`src/hw/rtl/bfth_pkg.sv`:
```
// ----------------------------------------------------------------------------
// bfth_pkg
// Shared types and constants for the three-hash Bloom filter.
// ----------------------------------------------------------------------------
package bfth_pkg;

    // The filter size must be a power of two. The hash reduction then keeps
    // the low index bits.
    localparam int FILTER_BITS = 8192;
    localparam int NUM_HASHES  = 3;

    localparam int IDX_W  = $clog2(FILTER_BITS);
    localparam int WORD_W = (FILTER_BITS < 32) ? FILTER_BITS : 32;
    localparam int OFS_W  = $clog2(WORD_W);
    localparam int ROWS   = FILTER_BITS / WORD_W;
    localparam int ROW_W  = (ROWS > 1) ? $clog2(ROWS) : 1;
    localparam int K_W    = 2;

    localparam logic [31:0] DJB_START = 32'd5381;

    typedef enum logic [1:0] {
        CMD_ADD   = 2'd0,
        CMD_CHECK = 2'd1,
        CMD_CLEAR = 2'd2,
        CMD_NONE  = 2'd3
    } t_cmd;

    typedef enum logic [2:0] {
        S_CLEAR,
        S_IDLE,
        S_READ,
        S_UPDATE,
        S_RESULT
    } t_state;

    typedef struct packed {
        logic [31:0] djb;
        logic [31:0] sdbm;
        logic [31:0] sum;
    } t_hash_set;

    typedef struct packed {
        logic fold;
        logic restart;
    } t_hash_ctrl;

    typedef struct packed {
        logic              we;
        logic [ROW_W-1:0]  waddr;
        logic [WORD_W-1:0] wdata;
        logic [ROW_W-1:0]  raddr;
    } t_mem_req;

endpackage

```
`src/hw/rtl/bfth_ctrl.sv`:
```
// ----------------------------------------------------------------------------
// bfth_ctrl
// Sequencer: input handshake, store clearing sweep, per-index read-modify-write
// and the check result register.
// ----------------------------------------------------------------------------
module bfth_ctrl (
    input  logic                          i_clk,
    input  logic                          i_rst_n,
    input  logic                          i_in_valid,
    output logic                          o_in_ready,
    input  logic [1:0]                    i_command,
    input  logic                          i_last,
    input  bfth_pkg::t_hash_set           i_folded,
    output bfth_pkg::t_hash_ctrl          o_hash_ctrl,
    output bfth_pkg::t_mem_req            o_mem_req,
    input  logic [bfth_pkg::WORD_W-1:0]   i_mem_rdata,
    output logic                          o_out_valid,
    input  logic                          i_out_ready,
    output logic                          o_maybe_present
);
    import bfth_pkg::*;

    t_state            r_state, n_state;
    logic [ROW_W-1:0]  r_clr_row, n_clr_row;
    logic [K_W-1:0]    r_k, n_k;
    logic [IDX_W-1:0]  r_idx [3];
    logic [IDX_W-1:0]  n_idx [3];
    logic              r_check, n_check;
    logic              r_all, n_all;
    logic              r_out_valid, n_out_valid;
    logic              r_out_data, n_out_data;

    t_cmd              cmd;
    logic              accept;
    logic              key_cmd;
    logic              k_last;
    logic              clr_done;
    logic [IDX_W-1:0]  cur_idx;
    logic [ROW_W-1:0]  cur_row;
    logic [OFS_W-1:0]  cur_ofs;
    logic              cur_bit;

    assign cmd        = t_cmd'(i_command);
    assign o_in_ready = (r_state == S_IDLE);
    assign accept     = i_in_valid && o_in_ready;
    assign key_cmd    = (cmd == CMD_ADD) || (cmd == CMD_CHECK);
    assign k_last     = (r_k == K_W'(NUM_HASHES - 1));
    assign clr_done   = (r_clr_row == ROW_W'(ROWS - 1));

    always_comb begin
        unique case (r_k)
            2'd0:    cur_idx = r_idx[0];
            2'd1:    cur_idx = r_idx[1];
            default: cur_idx = r_idx[2];
        endcase
    end

    assign cur_row = ROW_W'(cur_idx >> OFS_W);
    assign cur_ofs = cur_idx[OFS_W-1:0];
    assign cur_bit = i_mem_rdata[cur_ofs];

    // Next state.
    always_comb begin
        n_state = r_state;
        unique case (r_state)
            S_CLEAR: begin
                if (clr_done) begin
                    n_state = S_IDLE;
                end
            end
            S_IDLE: begin
                if (accept) begin
                    unique case (cmd) inside
                        CMD_ADD, CMD_CHECK: begin
                            if (i_last) begin
                                n_state = S_READ;
                            end
                        end
                        CMD_CLEAR: n_state = S_CLEAR;
                        default:   n_state = S_IDLE;
                    endcase
                end
            end
            S_READ: n_state = S_UPDATE;
            S_UPDATE: begin
                if (!k_last) begin
                    n_state = S_READ;
                end else if (r_check) begin
                    n_state = S_RESULT;
                end else begin
                    n_state = S_IDLE;
                end
            end
            S_RESULT: begin
                if (!r_out_valid || i_out_ready) begin
                    n_state = S_IDLE;
                end
            end
            default: n_state = S_CLEAR;
        endcase
    end

    // Outputs and datapath.
    always_comb begin
        n_clr_row   = r_clr_row;
        n_k         = r_k;
        n_idx       = r_idx;
        n_check     = r_check;
        n_all       = r_all;
        n_out_valid = r_out_valid && !i_out_ready;
        n_out_data  = r_out_data;

        o_hash_ctrl.fold    = accept && key_cmd;
        o_hash_ctrl.restart = accept && ((cmd == CMD_CLEAR) || (key_cmd && i_last));

        o_mem_req.we    = 1'b0;
        o_mem_req.waddr = cur_row;
        o_mem_req.wdata = i_mem_rdata | (WORD_W'(1) << cur_ofs);
        o_mem_req.raddr = cur_row;

        unique case (r_state)
            S_CLEAR: begin
                o_mem_req.we    = 1'b1;
                o_mem_req.waddr = r_clr_row;
                o_mem_req.wdata = '0;
                n_clr_row       = r_clr_row + ROW_W'(1);
            end
            S_IDLE: begin
                n_clr_row = '0;
                if (accept && key_cmd && i_last) begin
                    n_idx[0] = i_folded.djb[IDX_W-1:0];
                    n_idx[1] = i_folded.sdbm[IDX_W-1:0];
                    n_idx[2] = i_folded.sum[IDX_W-1:0];
                    n_check  = (cmd == CMD_CHECK);
                    n_all    = 1'b1;
                    n_k      = '0;
                end
            end
            S_READ: begin
            end
            S_UPDATE: begin
                o_mem_req.we = !r_check;
                n_all        = r_all && cur_bit;
                n_k          = r_k + K_W'(1);
            end
            S_RESULT: begin
                if (!r_out_valid || i_out_ready) begin
                    n_out_valid = 1'b1;
                    n_out_data  = r_all;
                end
            end
            default: begin
            end
        endcase
    end

    always_ff @(posedge i_clk) begin
        if (!i_rst_n) begin
            r_state     <= S_CLEAR;
            r_clr_row   <= '0;
            r_k         <= '0;
            r_out_valid <= 1'b0;
        end else begin
            r_state     <= n_state;
            r_clr_row   <= n_clr_row;
            r_k         <= n_k;
            r_out_valid <= n_out_valid;
        end
    end

    always_ff @(posedge i_clk) begin
        r_idx      <= n_idx;
        r_check    <= n_check;
        r_all      <= n_all;
        r_out_data <= n_out_data;
    end

    assign o_out_valid     = r_out_valid;
    assign o_maybe_present = r_out_data;

endmodule

```
`config.mk`:
```
export PLATFORM = sky130hd
export DESIGN_NAME = bfth_ctrl
export DESIGN_NICKNAME = d
export VERILOG_FILES = /design/src/hw/rtl/bfth_pkg.sv /design/src/hw/rtl/bfth_ctrl.sv
export SDC_FILE = /design/constraint.sdc
export NUM_CORES = 1
export LEC_CHECK = 0
export BUFFER_PORTS_ARGS = -buffer_cell sky130_fd_sc_hd__buf_2
export CORE_UTILIZATION = 35
export CTS_BUF_LIST = sky130_fd_sc_hd__clkbuf_8
export DETAILED_ROUTE_END_ITERATION = 10
export PLACE_DENSITY = 0.72
export RECOVER_POWER = 100
export SYNTH_ARGS = -nofsm -noshare
export SYNTH_HDL_FRONTEND = slang
export SYNTH_SLANG_ARGS = --single-unit
```
`constraint.sdc`:
```
create_clock -name i_clk -period 2.4 [get_ports i_clk]
set_input_delay 0.48 -clock i_clk [delete_from_list [all_inputs] [get_ports i_clk]]
set_output_delay 0.48 -clock i_clk [all_outputs]
set_load 0.1 [all_outputs]
```
==> metrics, run 1 <==
most frequent CP cell buf_12; reported max-cap violation count 0; critical path class reg2out; violated checks setup timing; RSZ-0062 raised after global routing yes; clk_lat worst skew 0.32 ns; hold path cells 1; endpoint class of the critical path output port; setup TNS -17.97 ns; Antenna Violating Nets Remaining 0; post-route setup slack -0.433 ns; clock period minus worst slack 2.83 ns; Ys Warns 0; Lkg Pwr around 2.3 nW; proportion of layout cells with a drive suffix above 1 62.7%; Layout Skew 0.0103 ns; initial antenna violation count 0; post-DP HPWL 7930 um; FF-to-FF path depth 14; worst-margin pin slew 1.16 ns; placeable core area 8720 um^2; area grow syn2layout 101%; synthesized cell area 3160 um^2; required time worst endpoint 1.92 ns; Iteration-0 DRC Markers 123; Synth top area share approximately 40%; Root Buffer clkbuf_8; Sink Count 56; routed len/inst roughly 18 um; worst-path cell chain inv_4 -> ha_4 -> buf_6 -> buf_6 -> nor3b_4 -> nor2_4 -> buf_12 -> nor3_4 -> buf_12 -> a21oi_2 -> nor2_4 -> buf_12; Min Hold Slack around 0.32 ns; slowest CP cell dfxtp_2; setup violators final 82; Slew HR between 20% and 30%; syn avg cell area 8.89 um^2; hold buffer count at cts 0; vias in the first global route 3,439; ANT cells 0; Fmax 353 MHz; setup slack, reg-to-reg -0.26 ns; # port buffers about 130; worst min path class in2reg; vias per cell around 5.5; die height 97.1 um; P per Cell Area around 290 nW/um^2; DRC 0; Tot GR Track Use 22.5%; largest net degree at the start of global routing 39; largest buffer count on any clock path 2; Seq cells post-synth 56; first-pass GRT wire length 17,000 um; routability cong. between 0.8 and 0.9; CTS tree yes; Worst Path Buf+Inv 6; cells after synthesis 356; Die Footprint 9430 um^2; Rows 34; Distinct cells, synth 45; chip width 97.1 um; I/O pins around 190; Vias 3,575; Nets 679; Synth area leaders edfxtp_1 (40%), dfxtp_1 (8.9%), a21oi_1 (7.1%); critical path fanouts, max 6; Syn Nets between 400 and 500; H-tree depth 2; crit start category register; Critical Path Max Stage Delay between 0.3 and 0.4 ns; sequential element share of the synthesized area slightly below 50%; total wire length between 10,000 and 15,000 um; post-synth top area cell edfxtp_1; clock slew at reported path FFs 0.12 ns; worst IR drop on VDD 0.000321 V; period utilization 118%; Worst EP arrival 2.35 ns; 1st-pass router iterations 4; pins over their slew limit 0; GRT overflow 0; total CTS buffers 5; CP delay by family, top buffers and inverters; Levels on crit path 12; Final Hold Fails 0; outcome finished, violations left; Initial Utilization 36.3%
-- layer usage --
metal / track usage [%] / up-vias / wire length, um
met3: 4.03 / 43 / 639
li1: - / 1669 / -
met2: 39.8 / 161 / 5940
met1: 27.8 / 1702 / 4530
met4: 6.89 / 0 / 423
met5: 0 / - / 0
-- cells by family (layout without fill, tap and decap cells) --
| kind of cell | Yosys count | after routing | synth area share [%] |
|---|---|---|---|
| AO/OA/AOI/OAI | 103 | 103 | 20.6 |
| buffers and inverters | 26 | 211 | 3.64 |
| multiplexers | 5 | 5 | 1.58 |
| flip-flops | 56 | 56 | 48.7 |
| AND/OR/NAND/NOR | 162 | 162 | 23.9 |
| adder cells (fa/ha/maj) | 4 | 4 | 1.58 |
-- cell usage in the layout, fill, tap and decap left out, types with 6 or more instances in the layout --
cell and count:
buf_2 76, buf_4 32, nor2_4 41, nand3_1 19, a21oi_2 21, edfxtp_1 42
o21ai_0 16, nand2_1 31, a21oi_1 7, a31oi_4 7, and2_0 6, nand2_2 16
nor3_4 6, inv_1 6, a21oi_4 17, buf_12 63, a22oi_2 10, buf_6 15
nor2_1 12, dfxtp_1 12
-- flip-flops by register name, indices dropped and copies added (netlist names) --
name / cells
r_check: 1
r_all: 1
o_maybe_present: 1
r_state: 3
o_out_valid: 1
r_idx: 39
r_k: 2
r_clr_row: 8
-- final timing paths --
check | end | from
max | o_mem_req[26] | r_k[1]$_SDFFE_PN0P_
min | r_idx[9]$_DFFE_PP_ | i_folded[9]
max reg2reg | r_all$_SDFFCE_PN1P_ | r_k[1]$_SDFFE_PN0P_
min reg2reg | o_maybe_present$_DFFE_PP_ | r_all$_SDFFCE_PN1P_
-- power by group --
group / total, W / switching, W / internal (W)
Clock: 0.000568 / 0.000347 / 0.000221
Sequential: 0.00105 / 0.00000623 / 0.00104
Combinational: 0.000224 / 0.000125 / 0.0000993
-- Yosys cell counts, drive strengths merged --
cell and count:
a21boi 1, a21o 2, a21oi 45, a221oi 2, a22o 6, a22oi 12
a311o 3, a31o 1, a31oi 8, a32oi 3, a41o 1, and2 9
and3 1, buf 8, clkbuf 8, dfxtp 14, edfxtp 42, ha 4
inv 10, mux2i 5, nand2 49, nand2b 1, nand3 19, nand3b 1
nand4 2, nor2 53, nor2b 5, nor3 9, nor3b 4, nor4b 1
o211ai 1, o21a 1, o21ai 17, or2 1, or3 3, or3b 4
-- through the flow --
step           utilization, %  setup slack [ns]  std cells  cell area, um^2  total power [W]
2_1_floorplan               -            -0.360        356             3930          0.00117
3_3_place_gp             65.7            -0.133        618             5730          0.00127
3_5_place_dp             65.7            -0.203        618             5730          0.00128
4_1_cts                  70.6            -0.405        638             6160          0.00184
5_1_grt                  73.0            -0.529        649             6360          0.00190
6_report                 73.0            -0.433        649             6360          0.00184
-- area by class of cell --
| type | count | area (um^2) |
|---|---|---|
| clock buffer | 5 | 68.8 |
| fill | 563 | 2360 |
| tap | 108 | 135 |
| inverter | 10 | 41.3 |
| clock inverter | 3 | 33.8 |
| timing repair buffer | 193 | 2090 |
| sequential | 56 | 1550 |
| multi-input combinational | 274 | 2450 |
-- what timing repair did --
| item | in CTS | in global routing |
|---|---|---|
| gates resized for setup | 41 | 30 |
| buffers inserted | 13 | 12 |
| setup endpoints to repair | 49 | 48 |
| pin swaps | 78 | 41 |
(Power assumes the default switching activity.)
==> inputs of run 2 (changes only) <==
CORE_ASPECT_RATIO = 1.4   (was default)
==> run 2 against run 1 <==
Against the previous run:
- highest routed layer unchanged
- design area rose by 7.0%
- non-clock buffer count up 30
- critical path depth decreased by 1
- count of clock-buffer cells in the layout up 1
- critical path type unchanged
- sequential power hardly changed
- the flow still finishes with violations (setup timing)
- total power shrank 0.86%
- maximum frequency shrank 3.8%
- flip-flop and latch count unchanged
- setup slack got worse by 0.11 ns
- global-route usage is 4.2 points higher
- sequential share of layout area is 1.6 points lower
==> metrics, run 2 (synthesized netlist as in run 1, its figures left out) <==
setup TNS -21.55 ns; worst IR drop on VDD 0.000481 V; crit start category register; Die Footprint 9430 um^2; worst-margin pin slew 1.18 ns; register name with the most flops r_idx; critical path fanouts, max 7; outcome finished, violations left; reported max-cap violation count 0; post-DP HPWL 7700 um; Fmax 340 MHz; ANT cells 0; Initial Utilization a little over a third; clock period minus worst slack 2.95 ns; wl on met1 4510 um; die height 115 um; 1st-pass router iterations 5; initial antenna violation count 0; DRC 0; Rows 40; Layout Skew 0.0109 ns; clk_lat worst skew ~0.32 ns; proportion of layout cells with a drive suffix above 1 63.9%; violated checks setup timing; chip width 82.4 um; highest-count cells in the layout ignoring fill and taps buf_2 (76), buf_12 (60), buf_4 (54); first-pass GRT wire length 18,800 um; endpoint class of the critical path output port; Worst EP arrival 2.47 ns; worst-path cell chain inv_4 -> ha_4 -> buf_6 -> nor2_4 -> a21oi_4 -> buf_4 -> nor3_4 -> buf_6 -> a21oi_2 -> nor2_4 -> buf_12; critical path class reg2out; area grow syn2layout 115%; vias in the first global route a little under 4,000; routed len/inst 20.1 um; total CTS buffers 5; vias per cell 5.74; Root Buffer clkbuf_8; Final Hold Fails 0; Iteration-0 DRC Markers 182; CTS tree yes; most common cell after layout, fill and taps aside buf_2; P per Cell Area 268 nW/um^2; total wire length 13,600 um; slowest CP cell dfxtp_4; hold buffer count at cts 0; setup violators final 93; post-route setup slack -0.545 ns; clock slew at reported path FFs 0.10 ns; period utilization 123%; Slew HR 21.7%; GRT overflow 0; Antenna Violating Nets Remaining 0; Tot GR Track Use 26.7%; Critical Path Max Stage Delay 0.40 ns; top flop regs r_idx (39), r_clr_row (8), r_state (3); routability cong. 0.828; Sink Count 56; top routing layer used met4; required time worst endpoint 1.92 ns; placeable core area between 8000 and 9000 um^2; pins over their slew limit 0; worst min path class in2reg; Vias 3,877; # port buffers ~130; Lkg Pwr 2.51 nW; H-tree depth 2; RSZ-0062 raised after global routing yes; Final Power approximately 0.0018 W; largest buffer count on any clock path 2; Nets 709; Fill cells 468; Largest register FFs 39; largest net degree at the start of global routing 41; Met2 Wirelength 7210 um; I/O pins 189; met3 WL 1010 um
run 2: cell types whose count changed in the layout (fill, tap and decap cells not counted), moves of 3 or more:
cell / change
a21oi_2: -11
nand2_4: +10
nand2_8: +6
a22oi_1: +6
a21oi_4: +11
buf_4: +22
buf_6: +11
buf_12: -3
nand2_2: -15
a22oi_2: -6
run 2: repair_timing:
item,4_1_cts,5_1_grt
pin swaps,93,34
gates resized for setup,86,32
setup endpoints to repair,49,49
setup buffers,33,22
run 2: worst paths after layout:
kind                            start                        end  slack [ns]  cells past startpoint
setup reg to reg  r_k[0]$_SDFFE_PN0P_        r_all$_SDFFCE_PN1P_       -0.40                      9
setup / recovery  r_k[0]$_SDFFE_PN0P_              o_mem_req[37]       -0.55                     11
hold reg to reg   r_all$_SDFFCE_PN1P_  o_maybe_present$_DFFE_PP_        0.48                      0
hold / removal           i_folded[41]        r_idx[22]$_DFFE_PP_        0.33                      1
run 2: per-stage QoR:
stage	hold WS [ns]	cells	utilization (%)	worst slack, ns	instance area (um^2)
after global placement	0.462	615	66.1	-0.160	5720
after floorplan	0.426	356	-	-0.360	3930
after global routing	0.317	676	78.7	-0.630	6810
after detailed placement	0.462	615	66.1	-0.227	5720
final	0.329	676	78.7	-0.545	6810
after CTS	0.325	655	75.1	-0.451	6500
run 2: cell type report:
cell class	instances	area, um^2	area share [%]
clock inverters	2	13.8	0.202
well taps	105	131	1.93
multi-input cells	274	2660	39.1
repair buffers	223	2330	34.2
inverters	10	46.3	0.680
flip-flops and latches	56	1550	22.7
clock buffers	6	82.6	1.21
run 2: report_power, final:
part           internal (W)  leakage [nW]  total, W  switching [W]
logic              0.000104          1.98  0.000242       0.000138
clock network      0.000236        0.0516  0.000535       0.000298
registers           0.00104         0.486   0.00105     0.00000554
run 2: critical path: cells and delay by family (launching register included):
| kind | cells | cell delay, ns |
|---|---|---|
| compound gates | 2 | 0.23 |
| fa+ha+maj | 1 | 0.19 |
| buf+inv | 5 | 0.70 |
| flops | 1 | 0.40 |
| simple gates | 3 | 0.61 |
run 2: metal layers:
metal	vias to the layer above	track usage (%)
met4	0	18.4
met5	-	0
met2	255	48.4
met1	1808	25.8
met3	83	5.98
li1	1731	-
==> inputs of run 3 (changes only) <==
MAX_ROUTING_LAYER = met4   (was default)
==> run 3 against run 2 <==
Against the previous run:
- the flow still finishes with violations (setup timing)
- final cell count decreased by 2.2%
- global-route usage decreased by 2.0 points
- clock skew increased by 0.0023 ns
- non-clock buffer count decreased by 15
- count of clock-buffer cells in the layout unchanged
- register-to-register slack improved by 0.15 ns
- setup slack got worse by 0.060 ns
- via count decreased by 1.3%
- combinational power about the same
- die area unchanged
- critical endpoint is now o_mem_req[35]
- largest cell class unchanged
- largest power group unchanged
==> metrics, run 3 (synthesized netlist as in run 1, its figures left out) <==
Fill cells 517; Nets roughly 700; Initial Utilization 36.5%; final instance area 6480 um^2; Vias between 3,000 and 4,000; routed len/inst ~20 um; FF-to-FF path depth 12; setup TNS -17.47 ns; vias per cell around 5.8; worst-margin pin slew 0.560 ns; critical path class reg2out; pins over their slew limit 0; worst IR drop on VDD 0.000487 V; Met2 Wirelength 6790 um; RR Startpoint r_k[1]$_SDFFE_PN0P_; H-tree depth 2; routability cong. roughly 0.84; Worst EP arrival 2.53 ns; clock slew at reported path FFs 0.10 ns; vias in the first global route 3,737; outcome finished, violations left; largest buffer count on any clock path 2; I/O pins 189; Layout Skew 0.0131 ns; initial antenna violation count 0; Final Hold Fails 0; CP Capture Point o_mem_req[35]; violated checks setup timing; clock period minus worst slack approximately 3 ns; placeable core area 8660 um^2; Sink Count 56; first-pass GRT wire length 17,000 um; proportion of layout cells with a drive suffix above 1 62.9%; Lkg Pwr 2.44 nW; Largest register FFs 39; Tot GR Track Use about 25%; total wire length ~13,000 um; P per Cell Area between 200 and 300 nW/um^2; Antenna Violating Nets Remaining 0; wl on met1 roughly 4500 um; required time worst endpoint 1.92 ns; highest-count cells in the layout ignoring fill and taps buf_2 (78), buf_12 (63), buf_4 (48); die height 115 um; met3 WL slightly above 1000 um; largest net degree at the start of global routing 41; clk_lat worst skew 0.32 ns; reported max-cap violation count 0; most common cell after layout, fill and taps aside buf_2; FF-to-FF End r_all$_SDFFCE_PN1P_; RSZ-0062 raised after global routing yes; DRC 0; ANT cells 0; DP Worst Slack -0.213 ns; Fmax 333 MHz; chip width ~80 um; Slew HR between 60% and 70%; Post-DP Area 5720 um^2; post-route setup slack -0.606 ns; worst min path class in2reg; endpoint class of the critical path output port; 1st-pass router iterations 5; Iteration-0 DRC Markers around 220; setup slack, reg-to-reg -0.25 ns; total CTS buffers 5; CTS tree yes; crit start category register; setup violators final 49; top routing layer used met4; post-DP HPWL 7920 um; top flop regs r_idx (39), r_clr_row (8), r_state (3); Root Buffer clkbuf_8; # port buffers 131; worst setup path start r_k[1]$_SDFFE_PN0P_; GRT overflow 0; register name with the most flops r_idx; period utilization 125%; critical path fanouts, max 5; Die Footprint 9430 um^2; area grow syn2layout 105%; end-of-flow core utilization 74.8%; Rows 40
run 3: changes by cell type in the layout (fill, tap and decap cells not counted), sizes merged:
cell	before	now
clkinv	1	0
clkbuf	12	8
inv	10	11
buf	217	206
run 3: power by group:
part | switching [W] | internal, W
logic | 0.000138 | 0.000102
clock network | 0.000285 | 0.000227
registers | 0.00000556 | 0.00104
total | 0.000429 | 0.00137
run 3: what timing repair did:
action / in CTS / in global routing
buffers inserted: 30 / 12
pin swaps: 35 / 27
setup endpoints to repair: 49 / 49
gates resized for setup: 47 / 22
hold buffers: 0 / 0
run 3: how the worst min path moves through the flow:
stage	from	to	slack (ns)	depth (start not counted)
2_1_floorplan	r_all$_SDFFCE_PN1P_	o_maybe_present$_DFFE_PP_	0.43	0
3_3_place_gp	r_all$_SDFFCE_PN1P_	o_maybe_present$_DFFE_PP_	0.46	0
3_5_place_dp	r_all$_SDFFCE_PN1P_	o_maybe_present$_DFFE_PP_	0.48	0
4_1_cts	i_folded[2]	r_idx[2]$_DFFE_PP_	0.33	1
5_1_grt	i_folded[2]	r_idx[2]$_DFFE_PP_	0.32	1
6_report	i_folded[2]	r_idx[2]$_DFFE_PP_	0.33	1
run 3: final cells by class:
class                      count  area, um^2  share of cell area [%]
multi-input combinational    274        2450                    37.9
timing repair buffer         208        2210                    34.1
sequential                    56        1550                    23.9
tap                          105         131                    2.03
clock buffer                   6        82.6                    1.27
inverter                      10        46.3                   0.715
clock inverter                 2        7.51                   0.116
run 3: per-layer routing:
metal | global-route usage [%] | vias up
li1 | - | 1702
met1 | 23.5 | 1816
met2 | 44.3 | 243
met3 | 4.70 | 67
met4 | 15.0 | 0
met5 | - | -
run 3: worst max-delay path, cell delays in order, from the launching register on:
cell     delay, ns
dfxtp_2       0.37
inv_4         0.05
ha_4          0.18
buf_12        0.13
buf_12        0.12
a22o_4        0.26
nor2_4        0.21
buf_6         0.17
nor3_4        0.05
buf_6         0.16
a21oi_4       0.26
nor2_4        0.07
buf_12        0.17
run 3: per-stage QoR:
step / cells / total power [W] / hold slack [ns]
3_5_place_dp: 614 / 0.00128 / 0.476
2_1_floorplan: 356 / 0.00117 / 0.426
6_report: 661 / 0.00180 / 0.335
3_3_place_gp: 614 / 0.00127 / 0.462
4_1_cts: 652 / 0.00179 / 0.329
5_1_grt: 661 / 0.00186 / 0.321
